File: src/design/time_window_reorder_buffer_macros.svh
// ----------------------------------------------------------------------------
// time_window_reorder_buffer_macros
// Assertion macros used by the reorder buffer back end.
// ----------------------------------------------------------------------------
`ifndef TIME_WINDOW_REORDER_BUFFER_MACROS_SVH
`define TIME_WINDOW_REORDER_BUFFER_MACROS_SVH
`ifndef NO_ASSERTIONS
// same-cycle implication
`define TWRB_ASSERT_IMP(lbl, ant, cons) \
    lbl: assert property (@(posedge aclk) disable iff (!aresetn) (ant) |-> (cons)) \
        else $error("reorder buffer check failed");
// next-cycle implication
`define TWRB_ASSERT_NXT(lbl, ant, cons) \
    lbl: assert property (@(posedge aclk) disable iff (!aresetn) (ant) |=> (cons)) \
        else $error("reorder buffer check failed");
`else
`define TWRB_ASSERT_IMP(lbl, ant, cons)
`define TWRB_ASSERT_NXT(lbl, ant, cons)
`endif
`endif

File: src/design/twrb_pkg.sv
// ----------------------------------------------------------------------------
// twrb_pkg
// Types and constants of the time window reorder buffer.
// ----------------------------------------------------------------------------
package twrb_pkg;

    localparam int STORE_DEPTH = 32;
    localparam int TIME_BITS   = 48;
    localparam int WORD_BITS   = 64;
    localparam int WIN_BITS    = 24;
    localparam int CNT_W       = $clog2(STORE_DEPTH + 1);
    localparam int CMP_W       = (TIME_BITS > WIN_BITS) ? TIME_BITS : WIN_BITS;

    localparam logic [WIN_BITS-1:0] WINDOW_RESET = WIN_BITS'(256);

    // record kinds
    localparam logic [1:0] FUNC_HIT         = 2'd0;
    localparam logic [1:0] FUNC_SPILL_START = 2'd1;
    localparam logic [1:0] FUNC_SPILL_END   = 2'd2;
    localparam logic [1:0] FUNC_OTHER       = 2'd3;

    // classes assigned by the front part
    localparam logic [1:0] CLS_HIT   = 2'd0;
    localparam logic [1:0] CLS_SPILL = 2'd1;
    localparam logic [1:0] CLS_OTHER = 2'd2;

    typedef struct packed {
        logic [1:0]           func;
        logic [TIME_BITS-1:0] time_stamp;
        logic [WORD_BITS-1:0] record_word;
    } in_item_t;

    typedef struct packed {
        logic [1:0]           out_kind;
        logic [TIME_BITS-1:0] out_time;
        logic [WORD_BITS-1:0] out_word;
        logic                 forced_out;
        logic                 last_of_run;
    } out_item_t;

    typedef struct packed {
        in_item_t   item;
        logic [1:0] cls;
    } q_entry_t;

    typedef struct packed {
        logic     valid;
        q_entry_t entry;
    } q_head_t;

endpackage

File: src/design/twrb_front.sv
// ----------------------------------------------------------------------------
// twrb_front
// Accepts input words, classifies them and holds them in a two-entry queue.
// ----------------------------------------------------------------------------
module twrb_front import twrb_pkg::*; (
    input  logic     aclk,
    input  logic     aresetn,
    input  logic     s_valid,
    output logic     s_ready,
    input  in_item_t s_data,
    output q_head_t  q_head,
    input  logic     q_pop
);

    q_entry_t   ent_reg [2];
    logic       wr_ptr_reg, wr_ptr_next;
    logic       rd_ptr_reg, rd_ptr_next;
    logic [1:0] cnt_reg, cnt_next;
    logic       push;
    logic       pop;
    logic [1:0] cls;

    // classify incoming word
    always_comb begin
        case (s_data.func)
            FUNC_HIT:         cls = CLS_HIT;
            FUNC_SPILL_START: cls = CLS_SPILL;
            FUNC_SPILL_END:   cls = CLS_SPILL;
            default:          cls = CLS_OTHER;
        endcase
    end

    assign s_ready = (cnt_reg != 2'd2);
    assign push    = s_valid && s_ready;
    assign pop     = q_pop && (cnt_reg != 2'd0);

    assign q_head.valid = (cnt_reg != 2'd0);
    assign q_head.entry = ent_reg[rd_ptr_reg];

    // pointer and fill count
    always_comb begin
        wr_ptr_next = push ? ~wr_ptr_reg : wr_ptr_reg;
        rd_ptr_next = pop ? ~rd_ptr_reg : rd_ptr_reg;
        cnt_next    = cnt_reg + {1'b0, push} - {1'b0, pop};
    end

    always_ff @(posedge aclk) begin
        if (!aresetn) begin
            wr_ptr_reg <= 1'b0;
            rd_ptr_reg <= 1'b0;
            cnt_reg    <= 2'd0;
        end else begin
            wr_ptr_reg <= wr_ptr_next;
            rd_ptr_reg <= rd_ptr_next;
            cnt_reg    <= cnt_next;
        end
    end

    // queue storage
    always_ff @(posedge aclk) begin
        if (push) begin
            ent_reg[wr_ptr_reg] <= '{item: s_data, cls: cls};
        end
    end

endmodule

File: config.mk
export PLATFORM = sky130hd
export DESIGN_NAME = twrb_front
export DESIGN_NICKNAME = d
export VERILOG_FILES = /design/src/design/time_window_reorder_buffer_macros.svh /design/src/design/twrb_pkg.sv /design/src/design/twrb_front.sv
export SDC_FILE = /design/constraint.sdc
export NUM_CORES = 1
export LEC_CHECK = 0
export BUFFER_PORTS_ARGS = -buffer_cell sky130_fd_sc_hd__buf_2
export CAP_MARGIN = 20
export CORE_ASPECT_RATIO = 1.75
export CORE_UTILIZATION = 52
export DETAILED_ROUTE_END_ITERATION = 7
export PLACE_DENSITY = 0.76
export SYNTH_ARGS = -nofsm -noshare
export SYNTH_HDL_FRONTEND = slang
export SYNTH_SLANG_ARGS = --single-unit
File: constraint.sdc
create_clock -name aclk -period 4.4 [get_ports aclk]
set_clock_uncertainty 0.1 [all_clocks]
set_input_delay 0.44 -clock aclk [delete_from_list [all_inputs] [get_ports aclk]]
set_output_delay 0.44 -clock aclk [all_outputs]
set_load 0.05 [all_outputs]
==> flow_summary.ini, run 1 <==
[setup_path]
endpoint_kind = output pin
crit_path_max_fanout = 63
critical-path-max-stage-delay_ns = 0.88
critical_path.cell_chain = buf_12 -> mux2_2 -> buf_2
start_kind = flip-flop
critical_path_required_ns = 3.86
critical_path.top_delay_family = flip-flops
slowest_stage = dfxtp_4
cp.arrival_ns = 2.49
timing.setup.critical_path_class = reg -> out
worst-path-buf-inv = 2

[route]
drt-pass1-iter-count = 4
drt.antenna.violating_nets = 0
drcViolationCount = 0
dr_total_vias = 4451
vias_per_cell = 5.087
drt_iter0_drc = 186
route.detailed.wl_per_inst_um = 18.46
routed_wirelength_um = 16160

[synthesis]
synth.cells.most_frequent = edfxtp_1, mux2_2, mux2_4
post_synth_instance_area_um2 = 8793
yosysSeqAreaShare_pct = 80.36
yosys_most_used_dff = edfxtp_1
synth_largest_area_cell = edfxtp_1
syn_nets = 511
ys_ff_latch = 237
yosys.cell_count.top_type = edfxtp_1
synth.top_cells.by_area = edfxtp_1, mux2_2, mux2_4
synthCells = 391
yosysTopAreaCellShare_pct = 79.23
synthDistinctLibCells = 23
number_of_enable_type_register_cells_in_the_synthesized_netlist = 232
synth_async_sr_flop_share_pct = 0
syn-mean-instance-area_um2 = 22.49
yosys_warnings = 0

[clocking]
cts_hold_buf = 0
cts_buffers = 20
cts_root_buf = clkbuf_16
htree_levels = 1
cts-root-to-sink-buffers = 3
tritoncts = yes
cts_setup_buffers = 0
path_clk_slew_ns = 0.06
cts.sinks = 237
clk-insertion-delay-late_ns = 0.48
cts_repair_resize_count = 0

[die]
die-area_um2 = 17450
core_um2 = 16450
start_util_pct = 53.47
chip_height_um = 174.0
std_cell_rows = 62
die_w_um = 100.3
top_level_ports = 236

[global_route]
initial_antenna_violation_count = 4
grt_pass1_vias = 4754
globalRouteTotalUtil_pct = 18.05
wire_length_of_the_first_global_routing_pass_um = 23720
gr-total-overflow = 0
grt_start_max_net_pins = 79

[timing]
hold_viol_final = 0
timing.fmax_ghz = 0.3299
fin_crit_ns = 3.031
fin_crit_sh_pct = 68.89
finalMaxSlewViolations = 0
tightest_slew_ns = 1.027
setup_tns_ns = 0
slew_headroom_pct = 31.53
final_setup_violation_count = 0
grt_setup_unrepaired = no

[power]
cellLeakagePower_nw = 4.073
vdd_drop_max_mv = 0.3942
power-per-cell-area_nw_per_um2 = 593.7

[placed_design]
finalWeightedCongestion = 0.7866
placed_cells_incl_taps = 842
place.port_buffers = 235
placedInstanceArea_um2 = 10210
dp_hpwl_um = 10880

[status]
run_status = finished clean

[layout]
final_cell_area_um2 = 10780
areaGrowthSynthToFinish_pct = 22.58
largest_register_ffs = 232
layout-drive-gt1-share_pct = 59.17
num-nets-final = 760
stdcell_count = 875
fillers = 1184
multi_input_gate_area_um2 = 1625
ff_latch_area_um2 = 7071

[min_path]
hp-class = in -> reg

[job]
cap_viol_max_count = 0
[path summary, 6_finish.rpt]
path	from	endpoint	slack, ns	cells past startpoint
setup / recovery	flip-flop	q_head[42]	1.37	3
hold reg to reg	rd_ptr_reg$_SDFFE_PN0P_	flip-flop	0.48	2
setup reg to reg	cnt_reg[0]$_SDFF_PN0_	ent_reg[0][18]$_DFFE_PP_	1.90	4
hold / removal	s_data[72]	ent_reg[0][74]$_DFFE_PP_	0.04	1
[power breakdown]
part	total, mW	switching [mW]	internal, mW
Combinational	1.96	1.37	0.589
Sequential	2.87	0.121	2.75
Clock	1.57	0.705	0.862
[stage by stage]
step | setup WS (ns) | power, mW | utilization [%] | hold slack (ns)
final | 1.369 | 6.400 | 65.54 | 0.04368
after global placement | 1.898 | 4.864 | 62.07 | 0.4648
after detailed placement | 1.852 | 4.904 | 62.07 | 0.4804
after CTS | 1.332 | 6.463 | 65.51 | 0.02298
after floorplan | 0.07539 | 4.517 | - | 0.4285
after global routing | 1.268 | 6.619 | 65.54 | 0.02361
[logic make-up after synthesis]
| group | Yosys count | synth area share (%) |
|---|---|---|
| AND/OR/NAND/NOR | 14 | 0.8966 |
| adder cells (fa/ha/maj) | 2 | 0.2845 |
| multiplexers | 117 | 16.68 |
| flip-flops | 237 | 80.36 |
| buffers and inverters | 14 | 1.209 |
| AO/OA/AOI/OAI | 6 | 0.4696 |
| XOR/XNOR | 1 | 0.09962 |
[layer usage]
layer	wire length [um]	part of all wire [%]	global-route usage [%]	up-vias
li1	-	-	-	2039
met1	5357	33	18.08	2177
met2	9057	56	33.93	182
met3	1061	6.6	4.343	49
met4	659	4.1	8.635	4
met5	21	0.13	0	-
[cell usage in the layout (no fill, tap or decap), types with 2 or more instances in the layout]
cell and instances:
and2_1 3, buf_2 235, buf_4 4, clkbuf_1 4
clkbuf_16 21, clkinv_1 4, clkinv_2 2, dfxtp_1 4
diode_2 2, edfxtp_1 232, ha_1 2, mux2_2 76
mux2_4 40, nand2_1 2, nand2b_1 3, nand3_1 2
o21ai_0 2
[final cells by class]
type	instances	share of cell area, %
sequential	237	65.59
multi-input combinational	140	15.08
timing repair buffer	240	11.38
clock buffer	25	5.015
tap	224	2.600
clock inverter	6	0.2322
inverter	1	0.05804
antenna	2	0.04643
Power figures use the tool's default switching activity.
==> run 2: changes to the inputs <==
--- a/config.mk
+++ b/config.mk
@@ -5,12 +5,13 @@
 export SDC_FILE = /design/constraint.sdc
 export NUM_CORES = 1
 export LEC_CHECK = 0
+export ABC_AREA = 1
 export BUFFER_PORTS_ARGS = -buffer_cell sky130_fd_sc_hd__buf_2
 export CAP_MARGIN = 20
 export CORE_ASPECT_RATIO = 1.75
-export CORE_UTILIZATION = 52
+export CORE_UTILIZATION = 47
 export DETAILED_ROUTE_END_ITERATION = 7
-export PLACE_DENSITY = 0.76
+export PLACE_DENSITY = 0.72
 export SYNTH_ARGS = -nofsm -noshare
 export SYNTH_HDL_FRONTEND = slang
 export SYNTH_SLANG_ARGS = --single-unit
==> constraint.sdc (replaced) <==
create_clock -name aclk -period 2.55 [get_ports aclk]
set_clock_uncertainty 0.1 [all_clocks]
set_input_delay 0.255 -clock aclk [delete_from_list [all_inputs] [get_ports aclk]]
set_output_delay 0.255 -clock aclk [all_outputs]
set_load 0.05 [all_outputs]
==> run 2 against run 1 <==
  * Sequential power rose by 80%
  * First-iteration DRC count is 25% lower
  * Hold slack better by 0.013 ns
  * Non-clock buffer count rose by 122
  * Via count grew 13%
  * Register-to-register slack got worse by 1.2 ns
  * Flip-flop and latch count unchanged
  * Area after synthesis shrank 0.26%
  * Core utilization increased by 1.7 points
  * Sequential share of layout area down 7.6 points
  * Largest cell class unchanged
==> flow_summary.ini, run 2 <==
[global_route]
gr-total-overflow = 0
use_met3_pct = 2.929
globalRouteMet2Util_pct = 37.42
initial_antenna_violation_count = 4
met1_use_gr_pct = 19.02
globalRouteTotalUtil_pct = 19.29
grt_start_max_net_pins = 70
globalRoute.busiestLayer = met2
wire_length_of_the_first_global_routing_pass_um = 28120
grt_pass1_vias = 5553

[synthesis]
synth_largest_area_cell = edfxtp_1
yosys.cell_count.top_type = edfxtp_1
number_of_enable_type_register_cells_in_the_synthesized_netlist = 232
synth_async_sr_flop_share_pct = 0
yosys_warnings = 0
synthDistinctLibCells = 13
synth.top_cells.by_area = edfxtp_1, mux2_2, mux2_4
syn_nets = 518
post_synth_instance_area_um2 = 8771
synthCells = 398
syn-mean-instance-area_um2 = 22.04
yosysSeqAreaShare_pct = 80.57
yosysTopAreaCellShare_pct = 79.43
yosys_most_used_dff = edfxtp_1
synth.cells.most_frequent = edfxtp_1, mux2_2, mux2_4
ys_ff_latch = 237

[layout]
areaGrowthSynthToFinish_pct = 39.07
num-nets-final = 890
layout-drive-gt1-share_pct = 50.96
final_cell_mix = buf_2, edfxtp_1, dlygate4sd3_1
stdcell_count = 1023
layout.cells.most_common = buf_2
largest_register_ffs = 232

[timing]
hold_viol_final = 0
setup_tns_ns = 0
fin_crit_ns = 2.412
fin_crit_sh_pct = 94.57
slew_headroom_pct = 65.16
finalMaxSlewViolations = 0
final_setup_violation_count = 0
timing.fmax_ghz = 0.4147
tightest_slew_ns = 0.5227
grt_setup_unrepaired = no

[setup_path]
crit_path_max_fanout = 31
crit_end = q_head[31]
critical_path.top_delay_family = flip-flops
critical-path-max-stage-delay_ns = 0.68
worst-path-buf-inv = 2
endpoint_kind = output pin
crit_cells = 3
critical_path.cell_chain = buf_12 -> mux2_2 -> buf_2
r2r_slack_ns = 0.70
timing.setup.critical_path_class = reg -> out
start_kind = flip-flop
reg2reg_path_depth = 10
worst_r2r_end = cnt_reg[1]$_SDFF_PN0_
r2r_start = cnt_reg[1]$_SDFF_PN0_
critical_path_required_ns = 2.19
cp.arrival_ns = 2.06
slowest_stage = dfxtp_4

[clocking]
htree_levels = 1
tritoncts = yes
cts_repair_resize_count = 0
cts_buffers = 21
cts.sinks = 237
cts-root-to-sink-buffers = 3
clk-insertion-delay-late_ns = 0.50
path_clk_slew_ns = 0.06
cts_root_buf = clkbuf_16
cts_setup_buffers = 0
cts_hold_buf = 115

[power]
vdd_drop_max_mv = 0.9947
cellLeakagePower_nw = 4.696
fin_total_pwr_mw = 12.83
power-per-cell-area_nw_per_um2 = 1052

[placed_design]
placed_cells_incl_taps = 866
dp_hpwl_um = 11540
place.port_buffers = 235
finalWeightedCongestion = 0.7270

[route]
dr_total_vias = 5026
route.detailed.wl_per_inst_um = 18.30
drt-pass1-iter-count = 4
drcViolationCount = 0
drt_iter0_drc = 140
routed_wirelength_um = 18730
drt.antenna.violating_nets = 0
vias_per_cell = 4.913

[die]
die-area_um2 = 19230
core_um2 = 18140
start_util_pct = 48.36
top_level_ports = 236
die_w_um = 105.3
chip_height_um = 182.7
std_cell_rows = 65

[job]
cap_viol_max_count = 0

[status]
run_status = finished clean

[min_path]
worst_hold_startpoint = s_valid
hp-class = in -> reg
==> run 2: power by group <==
part,leakage (nW),switching (mW),total (mW),internal (mW)
Combinational,2.16,3.16,4.59,1.43
Sequential,2.21,0.222,5.16,4.94
Clock,0.330,1.34,3.08,1.73
==> run 2: cell families (layout without fill, tap and decap cells) <==
| group | after synthesis | after routing | synth area share, % |
|---|---|---|---|
| mux | 116 | 116 | 16.60 |
| fa+ha+maj | 2 | 2 | 0.2853 |
| other cells | 0 | 4 | 0 |
| compound gates | 1 | 1 | 0.05701 |
| simple gates | 21 | 21 | 0.9129 |
| buf+inv | 20 | 407 | 1.469 |
| xor+xnor | 1 | 1 | 0.09988 |
| flops | 237 | 237 | 80.57 |
==> run 2: final cells by class <==
cell class | instances | area (um2)
Clock inverter | 14 | 132.6
Antenna cell | 4 | 10.01
Multi-Input combinational cell | 141 | 1623
Timing Repair Buffer | 362 | 2505
Sequential cell | 237 | 7072
Inverter | 7 | 26.28
Tap cell | 234 | 292.8
Clock buffer | 24 | 536.8
Fill cell | 1187 | 5938
==> run 2: worst min-delay path, cell delays in order <==
cell and delay (ns):
buf_2 0.13, nand2_8 0.09, nand2_1 0.05, nand2_1 0.05
nor2_1 0.03
==> run 2: through the flow <==
stage	hold slack [ns]	setup WS, ns	instance area (um2)	util [%]
after floorplan	0.2484	-0.2994	8820	-
after global placement	0.3422	0.6752	10370	57.16
after detailed placement	0.3466	0.6547	10370	57.16
after CTS	0.03973	0.1168	12190	67.20
after global routing	0.07912	0.05620	12200	67.26
final	0.05669	0.1384	12200	67.26
==> run 2: how the worst min path moves through the flow <==
stage	to	depth (start not counted)
final	wr_ptr_reg$_SDFFE_PN0P_	5
after global routing	wr_ptr_reg$_SDFFE_PN0P_	5
after CTS	wr_ptr_reg$_SDFFE_PN0P_	5
after detailed placement	ent_reg[1][5]$_DFFE_PP_	1
after global placement	ent_reg[1][43]$_DFFE_PP_	1
after floorplan	cnt_reg[0]$_SDFF_PN0_	2
==> run 2: metal layers <==
metal  up-vias  part of all wire (%)
li1       2308                     -
met1      2492                    34
met2       174                    57
met3        52                   4.7
met4         0                   4.6
met5         -                     0
==> run 3: changes to the inputs <==
--- a/config.mk
+++ b/config.mk
@@ -6,12 +6,14 @@
 export NUM_CORES = 1
 export LEC_CHECK = 0
 export ABC_AREA = 1
-export BUFFER_PORTS_ARGS = -buffer_cell sky130_fd_sc_hd__buf_2
+export BUFFER_PORTS_ARGS = -buffer_cell sky130_fd_sc_hd__buf_4
 export CAP_MARGIN = 20
+export CELL_PAD_IN_SITES_DETAIL_PLACEMENT = 0
+export CELL_PAD_IN_SITES_GLOBAL_PLACEMENT = 1
 export CORE_ASPECT_RATIO = 1.75
-export CORE_UTILIZATION = 47
+export CORE_UTILIZATION = 40
 export DETAILED_ROUTE_END_ITERATION = 7
-export PLACE_DENSITY = 0.72
+export PLACE_DENSITY = 0.73
 export SYNTH_ARGS = -nofsm -noshare
 export SYNTH_HDL_FRONTEND = slang
 export SYNTH_SLANG_ARGS = --single-unit
==> run 3 against run 2 <==
  * Design area grew 4.4%
  * Non-clock buffer count shrank 7
  * Core utilization shrank 8.0 points
  * First-iteration DRC count grew 56%
  * Die area grew 17%
  * Flip-flop and latch count is the same
  * Cell count grew 4.5%
  * Sequential share of layout area shrank 2.4 points
  * Sequential power shrank 1%
  * Clock power shrank 3%
  * Global-route usage shrank 3.2 points
  * Largest cell class unchanged
  * Largest power group unchanged
  * Highest routed layer is now met5
==> flow_summary.ini, run 3 (synthesized netlist as in run 2, its figures left out) <==
[route]
drcViolationCount = 0
vias_per_cell = 4.637
routed_wirelength_um = 18590
drt_iter0_drc = 219
drt.antenna.violating_nets = 0
drt-pass1-iter-count = 4
route.detailed.wl_per_inst_um = 17.39
dr_total_vias = 4957

[die]
die_w_um = 113.9
top_level_ports = 236
std_cell_rows = 71
core_um2 = 21500
chip_height_um = 197.9
die-area_um2 = 22550
start_util_pct = 40.80

[setup_path]
r2r_slack_ns = 0.74
cp.arrival_ns = 1.83
worst_r2r_end = cnt_reg[1]$_SDFF_PN0_
start_kind = flip-flop
r2r_start = cnt_reg[1]$_SDFF_PN0_
critical_path.cell_chain = buf_12 -> mux2_2 -> buf_4
critical-path-max-stage-delay_ns = 0.40
critical_path_required_ns = 2.19
endpoint_kind = output pin
slowest_stage = mux2_2
reg2reg_path_depth = 10
crit_path_max_fanout = 57
timing.setup.critical_path_class = reg -> out

[global_route]
grt_pass1_vias = 5398
grt_start_max_net_pins = 118
wire_length_of_the_first_global_routing_pass_um = 27650
initial_antenna_violation_count = 2
gr-total-overflow = 0
globalRouteTotalUtil_pct = 16.10

[job]
cap_viol_max_count = 0

[power]
vdd_drop_max_mv = 0.6922
fin_total_pwr_mw = 13.07
power-per-cell-area_nw_per_um2 = 1027
cellLeakagePower_nw = 4.839

[clocking]
cts.sinks = 237
cts_setup_buffers = 0
tritoncts = yes
cts_root_buf = clkbuf_16
cts_hold_buf = 115
cts_buffers = 21
clk-insertion-delay-late_ns = 0.49
path_clk_slew_ns = 0.06
htree_levels = 1
cts-root-to-sink-buffers = 3
cts_repair_resize_count = 0

[timing]
timing.fmax_ghz = 0.4583
final_setup_violation_count = 0
tightest_slew_ns = 0.6621
fin_crit_ns = 2.182
hold_viol_final = 0
setup_tns_ns = 0
setup_ws_ns = 0.3678
fin_crit_sh_pct = 85.58
finalMaxSlewViolations = 0
grt_setup_unrepaired = no
slew_headroom_pct = 55.86

[layout]
stdcell_count = 1069
num-nets-final = 883
layout-drive-gt1-share_pct = 50.32
largest_register_ffs = 232
areaGrowthSynthToFinish_pct = 45.14
layout.cells.most_common = buf_4
finish.utilization_pct = 59.21
final_cell_mix = buf_4, edfxtp_1, dlygate4sd3_1

[status]
run_status = finished clean

[min_path]
hp-class = in -> reg
timing.hold.worst_path_depth = 5
holdPathEnd = wr_ptr_reg$_SDFFE_PN0P_
worst_hold_startpoint = s_valid

[placed_design]
placed_cells_incl_taps = 917
pre_cts_ws_ns = 0.7585
finalWeightedCongestion = 0.7683
place.port_buffers = 235
dp_hpwl_um = 11800
[run 3: cell count changes in the layout (fill, tap and decap cells not counted), sizes merged]
cell,delta
clkinv,-1
buf,-7
diode,-2
inv,-2
[run 3: per-stage QoR]
stage / hold WS, ns / area, um2
final: 0.07485 / 12730
after detailed placement: 0.3426 / 10940
after global routing: 0.09713 / 12730
after global placement: 0.3398 / 10940
after CTS: 0.05870 / 12720
after floorplan: 0.2484 / 8820
[run 3: power breakdown]
group	total (mW)	switching, mW	internal [mW]
sequential	5.09	0.148	4.94
combinational	4.98	3.24	1.75
clock	2.99	1.29	1.70
total	13.1	4.68	8.39
[run 3: routing by layer]
layer  wire length (um)  global-route usage (%)  vias to the layer above
li1                   -                       -                     2284
met1               6245                   16.62                     2454
met2              10790                   31.29                      174
met3                942                   2.785                       43
met4                600                   6.638                        2
met5                 13                       0                        -
[run 3: area by class of cell]
cell class                      instances  area, um2
Antenna cell                            2      5.005
Clock buffer                           24      536.8
Clock inverter                         11      98.84
Fill cell                            1667       8768
Inverter                                7      26.28
Multi-Input combinational cell        141       1623
Sequential cell                       237       7072
Tap cell                              292      365.4
Timing Repair Buffer                  355       3003
[run 3: how the worst max path moves through the flow]
stage / depth (start not counted) / slack [ns] / endpoint / startpoint
floorplan: 4 / -0.30 / ent_reg[1][0]$_DFFE_PP_ / cnt_reg[0]$_SDFF_PN0_
global placement: 5 / 0.86 / ent_reg[1][83]$_DFFE_PP_ / cnt_reg[0]$_SDFF_PN0_
detailed placement: 10 / 0.76 / cnt_reg[1]$_SDFF_PN0_ / cnt_reg[1]$_SDFF_PN0_
CTS: 3 / 0.33 / q_head[50] / flip-flop
global route: 3 / 0.30 / q_head[74] / flip-flop
finish: 3 / 0.37 / q_head[50] / flip-flop
[run 3: critical path, delay by kind of cell (launching register included)]
| kind | cells | cell delay [ns] |
|---|---|---|
| buf+inv | 2 | 0.53 |
| mux | 1 | 0.40 |
| flops | 1 | 0.37 |
